==> config.mk <==
export PLATFORM = sky130hd
export DESIGN_NAME = mps_ctl
export DESIGN_NICKNAME = d
export VERILOG_FILES = /design/src/rtl/mps_pkg.sv /design/src/rtl/mps_ctl.sv
export SDC_FILE = /design/constraint.sdc
export NUM_CORES = 1
export LEC_CHECK = 0
export BUFFER_PORTS_ARGS = -buffer_cell sky130_fd_sc_hd__clkbuf_2
export CAP_MARGIN = 20
export CORE_AREA = 2 2 60 50
export CTS_CLUSTER_SIZE = 24
export DETAILED_ROUTE_END_ITERATION = 7
export DIE_AREA = 0 0 62 52
export HOLD_SLACK_MARGIN = 0.12
export PLACE_DENSITY = 0.74
export SLEW_MARGIN = 15
export SYNTH_ARGS = -nofsm -noshare
export SYNTH_HDL_FRONTEND = slang
export SYNTH_SLANG_ARGS = --single-unit
==> constraint.sdc <==
create_clock -name clk -period 1.51 [get_ports clk]
set_input_delay 0 -clock clk [delete_from_list [all_inputs] [get_ports clk]]
set_output_delay 0 -clock clk [all_outputs]
set_load 0.05 [all_outputs]
==> src/rtl/mps_pkg.sv <==
// Shared types and constants of the Modbus PDU server.
`timescale 1ns / 1ps
package mps_pkg;

  localparam logic [1:0] MODE_REQ  = 2'd0;
  localparam logic [1:0] MODE_DISC = 2'd1;
  localparam logic [1:0] MODE_IREG = 2'd2;

  localparam logic [2:0] CLS_RBIT  = 3'd0;
  localparam logic [2:0] CLS_RREG  = 3'd1;
  localparam logic [2:0] CLS_W5    = 3'd2;
  localparam logic [2:0] CLS_W6    = 3'd3;
  localparam logic [2:0] CLS_W15   = 3'd4;
  localparam logic [2:0] CLS_W16   = 3'd5;
  localparam logic [2:0] CLS_OTHER = 3'd6;

  localparam logic [3:0] BS_EXC_FC   = 4'd0;
  localparam logic [3:0] BS_EXC_CODE = 4'd1;
  localparam logic [3:0] BS_NB       = 4'd2;
  localparam logic [3:0] BS_BITS     = 4'd3;
  localparam logic [3:0] BS_QTY2     = 4'd4;
  localparam logic [3:0] BS_REG_HI   = 4'd5;
  localparam logic [3:0] BS_REG_LO   = 4'd6;
  localparam logic [3:0] BS_BUF      = 4'd7;
  localparam logic [3:0] BS_HDR      = 4'd8;

  localparam logic [1:0] AS_ECHO = 2'd0;
  localparam logic [1:0] AS_COIL = 2'd1;
  localparam logic [1:0] AS_HI   = 2'd2;
  localparam logic [1:0] AS_LO   = 2'd3;

  localparam logic [1:0] EXC_NONE = 2'd0;
  localparam logic [1:0] EXC_FUNC = 2'd1;
  localparam logic [1:0] EXC_ADDR = 2'd2;
  localparam logic [1:0] EXC_QTY  = 2'd3;

  localparam logic [7:0]  FC_RD_COILS  = 8'd1;
  localparam logic [7:0]  FC_RD_DISC   = 8'd2;
  localparam logic [7:0]  FC_RD_HOLD   = 8'd3;
  localparam logic [7:0]  FC_RD_IREG   = 8'd4;
  localparam logic [7:0]  FC_WR_COIL   = 8'd5;
  localparam logic [7:0]  FC_WR_REG    = 8'd6;
  localparam logic [7:0]  FC_WR_COILS  = 8'd15;
  localparam logic [7:0]  FC_WR_REGS   = 8'd16;

  localparam logic [7:0]  EXC_FLAG  = 8'h80;
  localparam logic [15:0] COIL_ON   = 16'hFF00;
  localparam logic [16:0] MAX_RBIT  = 17'd2000;
  localparam logic [16:0] MAX_RREG  = 17'd125;
  localparam logic [16:0] MAX_W15   = 17'd1968;
  localparam logic [16:0] MAX_W16   = 17'd123;

  typedef struct packed {
    logic       accept;
    logic       clr_step;
    logic       len_clr;
    logic       idx_clr;
    logic       idx_inc;
    logic       acc_load;
    logic       hi_load;
    logic       push;
    logic       push_last;
    logic [3:0] bsel;
    logic [1:0] asel;
    logic       emit_trunc;
    logic       wr_coil_one;
    logic       wr_hold_one;
    logic       wr_coil_bit;
    logic       wr_hold_reg;
  } mps_cmd_t;

  typedef struct packed {
    logic       clr_done;
    logic       trunc;
    logic       exc;
    logic [2:0] cls;
    logic       last_elem;
    logic       byte_end;
    logic       echo_last;
    logic       hdr_last;
  } mps_sts_t;

endpackage

==> src/rtl/mps_ctl.sv <==
// Controller state machine of the Modbus PDU server.
`timescale 1ns / 1ps
module mps_ctl (
  input  logic              clk,
  input  logic              rst_n,
  input  logic              start,
  input  logic [1:0]        in_mode,
  input  logic              in_last,
  input  mps_pkg::mps_sts_t sts,
  output mps_pkg::mps_cmd_t cmd,
  output logic              busy
);

  localparam logic [4:0] S_CLR   = 5'd0;
  localparam logic [4:0] S_IDLE  = 5'd1;
  localparam logic [4:0] S_DEC   = 5'd2;
  localparam logic [4:0] S_TRUNC = 5'd3;
  localparam logic [4:0] S_EXC1  = 5'd4;
  localparam logic [4:0] S_EXC2  = 5'd5;
  localparam logic [4:0] S_RB_NB = 5'd6;
  localparam logic [4:0] S_RB_A  = 5'd7;
  localparam logic [4:0] S_RB_B  = 5'd8;
  localparam logic [4:0] S_RR_N  = 5'd9;
  localparam logic [4:0] S_RR_A  = 5'd10;
  localparam logic [4:0] S_RR_B  = 5'd11;
  localparam logic [4:0] S_RR_C  = 5'd12;
  localparam logic [4:0] S_W5    = 5'd13;
  localparam logic [4:0] S_W6    = 5'd14;
  localparam logic [4:0] S_EC_A  = 5'd15;
  localparam logic [4:0] S_EC_B  = 5'd16;
  localparam logic [4:0] S_W15_A = 5'd17;
  localparam logic [4:0] S_W15_B = 5'd18;
  localparam logic [4:0] S_W16_A = 5'd19;
  localparam logic [4:0] S_W16_B = 5'd20;
  localparam logic [4:0] S_W16_C = 5'd21;
  localparam logic [4:0] S_HDR   = 5'd22;
  localparam logic [4:0] S_DONE  = 5'd23;

  logic [4:0] state_r, state_nxt;

  assign busy = (state_r != S_IDLE);

  always_comb begin
    cmd        = '0;
    state_nxt  = state_r;
    cmd.accept = start && (state_r == S_IDLE);
    unique case (state_r)
      S_CLR: begin
        cmd.clr_step = 1'b1;
        if (sts.clr_done) state_nxt = S_IDLE;
      end
      S_IDLE: begin
        if (cmd.accept && in_mode == mps_pkg::MODE_REQ && in_last) state_nxt = S_DEC;
      end
      S_DEC: begin
        cmd.idx_clr = 1'b1;
        if (sts.trunc) state_nxt = S_TRUNC;
        else if (sts.exc) state_nxt = S_EXC1;
        else begin
          unique case (sts.cls)
            mps_pkg::CLS_RBIT: state_nxt = S_RB_NB;
            mps_pkg::CLS_RREG: state_nxt = S_RR_N;
            mps_pkg::CLS_W5:   state_nxt = S_W5;
            mps_pkg::CLS_W6:   state_nxt = S_W6;
            mps_pkg::CLS_W15:  state_nxt = S_W15_A;
            mps_pkg::CLS_W16:  state_nxt = S_W16_A;
            default:           state_nxt = S_EXC1;
          endcase
        end
      end
      S_TRUNC: begin
        cmd.emit_trunc = 1'b1;
        state_nxt = S_DONE;
      end
      S_EXC1: begin
        cmd.push = 1'b1;
        cmd.bsel = mps_pkg::BS_EXC_FC;
        state_nxt = S_EXC2;
      end
      S_EXC2: begin
        cmd.push = 1'b1;
        cmd.push_last = 1'b1;
        cmd.bsel = mps_pkg::BS_EXC_CODE;
        state_nxt = S_DONE;
      end
      S_RB_NB: begin
        cmd.push = 1'b1;
        cmd.bsel = mps_pkg::BS_NB;
        state_nxt = S_RB_A;
      end
      S_RB_A: state_nxt = S_RB_B;
      S_RB_B: begin
        cmd.acc_load = 1'b1;
        cmd.idx_inc = 1'b1;
        cmd.push = sts.byte_end || sts.last_elem;
        cmd.push_last = sts.last_elem;
        cmd.bsel = mps_pkg::BS_BITS;
        state_nxt = sts.last_elem ? S_DONE : S_RB_A;
      end
      S_RR_N: begin
        cmd.push = 1'b1;
        cmd.bsel = mps_pkg::BS_QTY2;
        state_nxt = S_RR_A;
      end
      S_RR_A: state_nxt = S_RR_B;
      S_RR_B: begin
        cmd.push = 1'b1;
        cmd.bsel = mps_pkg::BS_REG_HI;
        state_nxt = S_RR_C;
      end
      S_RR_C: begin
        cmd.push = 1'b1;
        cmd.push_last = sts.last_elem;
        cmd.bsel = mps_pkg::BS_REG_LO;
        cmd.idx_inc = 1'b1;
        state_nxt = sts.last_elem ? S_DONE : S_RR_A;
      end
      S_W5: begin
        cmd.wr_coil_one = 1'b1;
        state_nxt = S_EC_A;
      end
      S_W6: begin
        cmd.wr_hold_one = 1'b1;
        state_nxt = S_EC_A;
      end
      S_EC_A: begin
        cmd.asel = mps_pkg::AS_ECHO;
        state_nxt = S_EC_B;
      end
      S_EC_B: begin
        cmd.asel = mps_pkg::AS_ECHO;
        cmd.push = 1'b1;
        cmd.push_last = sts.echo_last;
        cmd.bsel = mps_pkg::BS_BUF;
        cmd.idx_inc = 1'b1;
        state_nxt = sts.echo_last ? S_DONE : S_EC_A;
      end
      S_W15_A: begin
        cmd.asel = mps_pkg::AS_COIL;
        state_nxt = S_W15_B;
      end
      S_W15_B: begin
        cmd.asel = mps_pkg::AS_COIL;
        cmd.wr_coil_bit = 1'b1;
        cmd.idx_inc = 1'b1;
        if (sts.last_elem) begin
          cmd.idx_clr = 1'b1;
          state_nxt = S_HDR;
        end else if (sts.byte_end) state_nxt = S_W15_A;
        else state_nxt = S_W15_B;
      end
      S_W16_A: begin
        cmd.asel = mps_pkg::AS_HI;
        state_nxt = S_W16_B;
      end
      S_W16_B: begin
        cmd.asel = mps_pkg::AS_LO;
        cmd.hi_load = 1'b1;
        state_nxt = S_W16_C;
      end
      S_W16_C: begin
        cmd.wr_hold_reg = 1'b1;
        cmd.idx_inc = 1'b1;
        if (sts.last_elem) begin
          cmd.idx_clr = 1'b1;
          state_nxt = S_HDR;
        end else state_nxt = S_W16_A;
      end
      S_HDR: begin
        cmd.push = 1'b1;
        cmd.push_last = sts.hdr_last;
        cmd.bsel = mps_pkg::BS_HDR;
        cmd.idx_inc = 1'b1;
        if (sts.hdr_last) state_nxt = S_DONE;
      end
      S_DONE: begin
        cmd.len_clr = 1'b1;
        state_nxt = S_IDLE;
      end
      default: state_nxt = S_CLR;
    endcase
  end

  always_ff @(posedge clk) begin
    if (!rst_n) state_r <= S_CLR;
    else state_r <= state_nxt;
  end

endmodule

==> impl_metrics.yaml, run 1 <==
outcome:
  status: "finished with violations"
  violations: "negative setup slack"
cts:
  clkSinkCount: 5
  tritoncts: "yes"
  cts_max_level: 1
  clk_pin_slew_ns: 0.04
  numCtsBuffers: 3
  cts_buffer_depth: 2
  cts-root-buf: "clkbuf_4"
  clock_latency_ns: 0.25
timing:
  fin_crit_ns: 1.57
  final-setup-viol-count: 10
  clock-skew-final_ns: 0.000772
  drv_slew: 0
  finalCritPeriodShare: 1.04
  fmax_mhz: 636
  hold_violations: 0
  max-slew-margin-rel: 0.719
  rsz0062_at_grt: "true"
  setup_ws_ns: -0.0621
  worst_pin_slew_ns: 0.422
yosys:
  synth_edf_count: 0
  seq_area_frac_synth: 0.0991
  netlist_area_sq_um: 1010
  synth_cell_types: 46
  postSynthAreaPerCell_sq_um: 6.27
  yosysWarningCount: 0
  synthMuxAreaShare: 0.00991
  synth_compound_area_frac: 0.421
  ys.flop_type: "dfxtp_1"
  synth_area_leaders: "dfxtp_1, nor2_1, a21oi_1"
  async_reset_ff_frac: 0
  syn_inst: 161
  yosys.area.top_type: "dfxtp_1"
  netlist.area_leader.share: 0.0991
  synth_nets: 177
  yosys.area_share.simple: 0.337
  synth_top_family_by_area: "compound AO/OA/AOI/OAI gates"
  synth_xor_area_frac: 0.0173
  synth-seq-cells: 5
  yosys.area_share.adder: 0.00991
grt:
  antenna_found_initial: 0
  grt_pass1_wl_um: 6710
  gr-max-usage-layer: "met2"
  grt_max_degree: 17
  grt_pass1_vias: 1468
  grt_util_met3: 0.0299
  grt.total_usage: 0.276
  overflow: 0
  met1_usage: 0.351
  grt_use_met2: 0.470
critical_path:
  cp_max_fo: 8
  cp-end-kind: "flop"
  cp.arrival_ns: 1.76
  crit_chain: "buf_6 > or4_4 > o41ai_4 > o21a_1"
  crit_path_start: "state_r[0]"
  reg2reg_to: "state_r[3]"
  cp_num_buf_inv: 1
  path_class: "flop to flop"
  crit_family: "simple AND/OR/NAND/NOR gates"
  r2r_cells: 4
  cp-start-kind: "flop"
  slowest_delay_ns: 0.56
  reg2reg_slack_ns: -0.06
  path_depth: 4
  crit_required_ns: 1.70
  reg2reg_from: "state_r[0]"
  crit_end: "state_r[3]"
  cpMaxStageDelayCell: "or4_4"
place:
  place.gp.congestion: 0.925
  port_buffers: 36
  placed_cell_area_sq_um: 1600
  hpwl_um: 2980
cells_and_area:
  largest_register_ffs: 5
  fillers: 163
  final_area_sq_um: 2110
  regMostFlops: "state_r"
  area_growth_pct: 109
  top_regs: "state_r: 5 flops"
  multi_input_area_sq_um: 1130
  post-route-util: 0.792
  n_antenna_cell: 0
  seqCellArea_sq_um: 119
  fin_nets: 247
  drive_gt1_frac: 0.617
die:
  die-area_sq_um: 3220
  die_height_um: 52
  core_sq_um: 2660
  pin_count: 37
  start_util: 0.380
  rows: 17
  die_w_um: 62
power:
  power_leakage_nw: 0.863
  ir_worst_vdd_mv: 1.46
  p_per_area_nw_per_um2: 2060
  power_mw: 4.33
detailed_routing:
  detail_route.wl_per_cell_um: 18.7
  ant_nets: 0
  vias_per_cell: 6.25
  drcViolationCount: 0
  vias: 1675
  drt-pass1-iter-count: 4
  routed_wl_um: 5010
  drtIter0Drc: 155
worst_hold_path:
  min_path_type: "input pin to flop"
flow_run:
  maxCapViolCount: 0
-- worst min-delay path by stage --
stage / from / endpoint / slack, ns / cells after the start
3_3_place_gp: rst_n / state_r[3] / 0.28 / 2
2_1_floorplan: rst_n / state_r[3] / 0.12 / 1
6_report: in_mode[0] / state_r[1] / 0.14 / 4
4_1_cts: in_mode[0] / state_r[1] / 0.13 / 4
5_1_grt: in_mode[1] / state_r[1] / 0.17 / 4
3_5_place_dp: rst_n / state_r[3] / 0.28 / 2
-- worst reg2reg max path, stage by stage, from the launching register on --
cell,delay (ns)
dfxtp_4,0.38
buf_6,0.15
or4_4,0.56
o41ai_4,0.28
o21a_1,0.15
-- synth_stat cells (3+ instances only) --
master / number
a21oi_1: 13
nand3b_1: 3
nand3_1: 3
nor2_1: 24
o21a_1: 5
nand2b_1: 8
a32oi_1: 4
inv_1: 4
dfxtp_1: 5
o32ai_1: 4
o21ai_0: 10
buf_2: 13
nand2_1: 11
nor3_1: 11
-- logic make-up (layout without fill, tap and decap cells) --
| logic type | after synthesis | after routing |
|---|---|---|
| multiplexers | 1 | 1 |
| flip-flops | 5 | 5 |
| AND/OR/NAND/NOR | 68 | 68 |
| XOR/XNOR | 2 | 2 |
| buffers and inverters | 24 | 93 |
| adder cells (fa/ha/maj) | 1 | 1 |
| AO/OA/AOI/OAI | 60 | 60 |
-- metrics by stage --
stage	setup TNS [ns]	std cells	setup slack (ns)	hold slack, ns
after floorplan	-0.336	161	-0.191	0.117
after global placement	-0.117	250	-0.0571	0.275
after detailed placement	-0.175	250	-0.0625	0.278
after CTS	-0.107	257	-0.0382	0.128
after global routing	-1.02	268	-0.128	0.167
final	-0.277	268	-0.0621	0.143
-- placed cells by master (no fill, tap or decap), drive strengths merged, types with 2 or more instances in the layout --
| cell type | synthesis | layout |
|---|---|---|
| buf | 15 | 60 |
| clkbuf | 2 | 25 |
| nor2 | 24 | 24 |
| a21oi | 13 | 13 |
| nand2 | 11 | 11 |
| nor3 | 11 | 11 |
| o21ai | 10 | 10 |
| nand2b | 8 | 8 |
| o21a | 5 | 5 |
| dfxtp | 5 | 5 |
| inv | 6 | 5 |
| o32ai | 4 | 4 |
| nand3 | 4 | 4 |
| a32oi | 4 | 4 |
| nand3b | 3 | 3 |
| o32a | 2 | 2 |
| xor2 | 2 | 2 |
| o22ai | 2 | 2 |
| a21o | 2 | 2 |
| a211oi | 2 | 2 |
| o211ai | 2 | 2 |
| a31oi | 2 | 2 |
| o221ai | 2 | 2 |
-- power by group --
part,total (mW),internal (mW),switching (mW)
Combinational,3.84,1.69,2.15
Sequential,0.331,0.206,0.125
Clock,0.160,0.100,0.0601
-- final cells by class --
class / instances / share of cell area
clock buffers: 4 / 0.0125
inverters: 7 / 0.0149
multi-input cells: 132 / 0.537
flip-flops and latches: 5 / 0.0564
well taps: 38 / 0.0226
repair buffers: 82 / 0.357
-- layer usage --
metal	part of all wire	up-vias
li1	-	744
met1	0.39	806
met2	0.48	97
met3	0.079	28
met4	0.047	0
met5	0	-
-- what timing repair did --
action / 4_1_cts / 5_1_grt
cloned: 0 / 1
hold buffers: 1 / 0
resized for setup: 48 / 64
endpoints found under the hold margin: 4 / 0
pin swaps: 7 / 11
endpoints found under the setup margin: 25 / 23
buffers inserted: 2 / 10
No activity file was read; power rests on OpenSTA's default activity.
==> run 2: changes to the inputs <==
--- a/config.mk
+++ b/config.mk
@@ -8,6 +8,7 @@
 export BUFFER_PORTS_ARGS = -buffer_cell sky130_fd_sc_hd__clkbuf_2
 export CAP_MARGIN = 20
 export CORE_AREA = 2 2 60 50
+export CTS_BUF_LIST = sky130_fd_sc_hd__clkbuf_8
 export CTS_CLUSTER_SIZE = 24
 export DETAILED_ROUTE_END_ITERATION = 7
 export DIE_AREA = 0 0 62 52
==> impl_metrics.yaml, run 2 (synthesis results as in run 1) <==
outcome:
  status: "finished with violations"
  violations: "negative setup slack"
place:
  placed_cell_area_sq_um: 1600
  hpwl_um: 2980
  port_buffers: 36
  place.gp.congestion: 0.925
  place_inst: 250
worst_hold_path:
  min_from: "sts[9]"
  min_path_type: "input pin to flop"
cells_and_area:
  fin_nets: 245
  final_area_sq_um: 2020
  largest_register_ffs: 5
  drive_gt1_frac: 0.601
  layout_common_cells: "buf_4, clkbuf_2, nor2_1"
  layout_commonest_cell: "buf_4"
  top_regs: "state_r: 5 flops"
  n_antenna_cell: 0
  stdcell_count: 266
  area_growth_pct: 100
  regMostFlops: "state_r"
  post-route-util: 0.760
detailed_routing:
  drtIter0Drc: 107
  detail_route.wl_per_cell_um: 17.4
  vias: 1643
  routed_wl_um: 4640
  drcViolationCount: 0
  ant_nets: 0
  vias_per_cell: 6.18
  drt-pass1-iter-count: 4
cts:
  clock_latency_ns: 0.23
  numCtsBuffers: 3
  cts-root-buf: "clkbuf_8"
  cts_max_level: 1
  tritoncts: "yes"
  clk_pin_slew_ns: 0.04
  cts_buffer_depth: 2
  clkSinkCount: 5
critical_path:
  reg2reg_from: "state_r[2]"
  cp_max_fo: 11
  crit_required_ns: 1.51
  crit_path_start: "state_r[2]"
  reg2reg_to: "state_r[3]"
  r2r_cells: 5
  cp-start-kind: "flop"
  cp.arrival_ns: 1.54
  reg2reg_slack_ns: -0.01
  crit_end: "cmd[12]"
  path_class: "flop to primary output"
  cp-end-kind: "primary output"
grt:
  grt_pass1_vias: 1430
  overflow: 0
  grt_pass1_wl_um: 6620
  grt_max_degree: 17
  antenna_found_initial: 0
  grt.total_usage: 0.272
timing:
  max-slew-margin-rel: 0.732
  clock-skew-final_ns: 0.00160
  drv_slew: 0
  rsz0062_at_grt: "true"
  worst_pin_slew_ns: 0.397
  hold_violations: 0
  fmax_mhz: 649
  fin_crit_ns: 1.54
  setup_tns_ns: -0.0820
  setup_ws_ns: -0.0309
  final-setup-viol-count: 6
  finalCritPeriodShare: 1.02
die:
  start_util: 0.380
  die-area_sq_um: 3220
  die_height_um: 52
  die_w_um: 62
  core_sq_um: 2660
  pin_count: 37
  rows: 17
flow_run:
  maxCapViolCount: 0
power:
  p_per_area_nw_per_um2: 2060
  power_leakage_nw: 0.845
  power_mw: 4.16
  ir_worst_vdd_mv: 1.52
==> run 2: area by class of cell <==
type	instances	area, sq um
inverters	7	33.8
fillers	192	637
clock inverters	1	3.75
well taps	38	47.5
clock buffers	3	41.3
repair buffers	80	697
multi-input cells	132	1080
flip-flops and latches	5	119
==> run 2: worst min path at each step <==
stage                 end  cells after the start  slack [ns]
6_report       state_r[1]                      3        0.16
5_1_grt        state_r[1]                      4        0.20
4_1_cts        state_r[1]                      4        0.16
3_5_place_dp   state_r[3]                      2        0.28
3_3_place_gp   state_r[3]                      2        0.28
2_1_floorplan  state_r[3]                      1        0.12
==> run 2: report_power, final <==
part           internal, mW  switching, mW
clock network         0.175         0.0737
logic                  1.58           2.00
registers             0.206          0.133
total                  1.96           2.21
==> run 2: stage by stage <==
stage / hold WS (ns) / worst slack [ns]
after global routing: 0.199 / -0.102
final: 0.159 / -0.0309
after CTS: 0.157 / -0.0310
after detailed placement: 0.278 / -0.0625
after global placement: 0.275 / -0.0571
after floorplan: 0.117 / -0.191
==> run 2: per-layer routing <==
metal / track usage / part of all wire / up-vias / wire (um)
li1: - / - / 740 / -
met1: 0.356 / 0.37 / 799 / 1740
met2: 0.453 / 0.52 / 94 / 2400
met3: 0.0348 / 0.090 / 10 / 417
met4: 0.0887 / 0.020 / 0 / 91
met5: 0 / 0 / - / 0
==> run 2: what timing repair did <==
item	in CTS	in global routing
buffers inserted	2	8
resized for setup	42	38
endpoints found under the hold margin	4	0
pin swaps	4	6
hold buffers	1	0
setup endpoints to repair	22	19
gates cloned	0	1
==> run 2: worst max-delay path, cell delays in order, from the launching register on <==
cell and delay (ns):
dfxtp_4 0.36, buf_12 0.15, buf_8 0.14, nor2_4 0.10, a21oi_2 0.04, o22a_1 0.20
o32ai_4 0.15, buf_12 0.17
==> run 3: changes to the inputs <==
--- a/config.mk
+++ b/config.mk
@@ -7,13 +7,13 @@
 export LEC_CHECK = 0
 export BUFFER_PORTS_ARGS = -buffer_cell sky130_fd_sc_hd__clkbuf_2
 export CAP_MARGIN = 20
-export CORE_AREA = 2 2 60 50
+export CORE_AREA = 2 2 45 67
 export CTS_BUF_LIST = sky130_fd_sc_hd__clkbuf_8
 export CTS_CLUSTER_SIZE = 24
 export DETAILED_ROUTE_END_ITERATION = 7
-export DIE_AREA = 0 0 62 52
+export DIE_AREA = 0 0 47 69
 export HOLD_SLACK_MARGIN = 0.12
-export PLACE_DENSITY = 0.74
+export PLACE_DENSITY = 0.73
 export SLEW_MARGIN = 15
 export SYNTH_ARGS = -nofsm -noshare
 export SYNTH_HDL_FRONTEND = slang
==> impl_metrics.yaml, run 3 (synthesis results as in run 1) <==
outcome:
  status: "finished with violations"
  violations: "negative setup slack"
detailed_routing:
  routed_wl_um: 4840
  drtIter0Drc: 93
  drcViolationCount: 0
  detail_route.wl_per_cell_um: 17.7
  ant_nets: 0
  vias_per_cell: 6.05
  vias: 1651
  drt-pass1-iter-count: 4
critical_path:
  reg2reg_slack_ns: 0.04
  cp.arrival_ns: 1.51
  crit_path_start: "state_r[2]"
  reg2reg_from: "state_r[3]"
  cp_max_fo: 15
  path_class: "flop to primary output"
  cp-start-kind: "flop"
  cp-end-kind: "primary output"
  crit_required_ns: 1.51
grt:
  antenna_found_initial: 0
  grt_pass1_vias: 1581
  grt_pass1_wl_um: 7220
  grt.total_usage: 0.293
  overflow: 0
  grt_max_degree: 17
cts:
  tritoncts: "yes"
  cts_max_level: 1
  cts-root-buf: "clkbuf_8"
  clock_latency_ns: 0.22
  numCtsBuffers: 3
  cts_buffer_depth: 2
  clk_pin_slew_ns: 0.04
  clkSinkCount: 5
place:
  hpwl_um: 3460
  port_buffers: 36
  place_inst: 258
  place.gp.congestion: 0.893
power:
  power_leakage_nw: 0.895
  power_mw: 4.32
  ir_worst_vdd_mv: 1.50
  p_per_area_nw_per_um2: 2070
cells_and_area:
  top_regs: "state_r: 5 flops"
  n_antenna_cell: 0
  layout_common_cells: "buf_4, nor2_1, clkbuf_2"
  largest_register_ffs: 5
  drive_gt1_frac: 0.589
  layout_commonest_cell: "buf_4"
  area_growth_pct: 106
  multi_input_area_sq_um: 1060
  fin_nets: 253
  fillers: 193
  stdcell_count: 273
  seqCellArea_sq_um: 119
  regMostFlops: "state_r"
  post-route-util: 0.787
timing:
  hold_violations: 0
  drv_slew: 0
  final-setup-viol-count: 1
  fin_hold_ws_ns: 0.180
  fmax_mhz: 661
  finalCritPeriodShare: 1.00
  max-slew-margin-rel: 0.699
  clock-skew-final_ns: 0.000350
  setup_tns_ns: -0.00300
  setup_ws_ns: -0.00300
  fin_crit_ns: 1.51
  rsz0062_at_grt: "true"
  worst_pin_slew_ns: 0.445
worst_hold_path:
  min_path_type: "input pin to flop"
  min_from: "sts[7]"
flow_run:
  maxCapViolCount: 0
die:
  start_util: 0.381
  die_w_um: 47
  rows: 23
  die_height_um: 69
  pin_count: 37
  die-area_sq_um: 3240
  core_sq_um: 2650
[run 3: changes by cell type in the layout (fill, tap and decap cells not counted), sizes merged]
cell / before / now
clkbuf: 31 / 24
clkinvlp: 2 / 1
inv: 6 / 7
buf: 51 / 66
[run 3: what timing repair did]
item	in CTS	in global routing
setup endpoints to repair	24	20
setup buffers	1	9
endpoints found under the hold margin	3	0
pin swaps	0	11
hold buffers	1	0
gates resized for setup	40	38
[run 3: per-layer routing]
metal | track usage | vias to the layer above | wire, um
li1 | - | 754 | -
met1 | 0.335 | 797 | 1730
met2 | 0.505 | 80 | 2680
met3 | 0.0393 | 20 | 238
met4 | 0.123 | 0 | 187
met5 | 0 | - | 0
[run 3: stage by stage]
step	setup WS (ns)	cell area (sq um)
after floorplan	-0.191	1160
after global placement	-0.104	1730
after detailed placement	-0.110	1730
after CTS	-0.0167	1920
after global routing	-0.0417	2080
final	-0.00300	2080
[run 3: cell type report]
class | count | area share
Inverter | 7 | 0.0156
Tap cell | 37 | 0.0222
Timing Repair Buffer | 88 | 0.374
Clock buffer | 3 | 0.0198
Clock inverter | 1 | 0.00180
Multi-Input combinational cell | 132 | 0.510
Sequential cell | 5 | 0.0571
[run 3: worst paths after layout]
kind / end / cells after the start
worst min-delay path: state_r[3] / 3
worst min register to register: state_r[3] / 3
worst max register to register: state_r[0] / 7
worst max-delay path: cmd[12] / 5
[run 3: worst max-delay path, cell delays in order, from the launching register on]
cell and delay [ns]:
dfxtp_4 0.37, buf_12 0.16, nand2_1 0.11, a21boi_2 0.19, o32ai_4 0.28, buf_12 0.17
[run 3: power by group]
part           internal, mW  leakage, nW  switching [mW]
combinational          1.69        0.824            2.06
clock                 0.175       0.0269          0.0734
sequential            0.206       0.0445           0.115
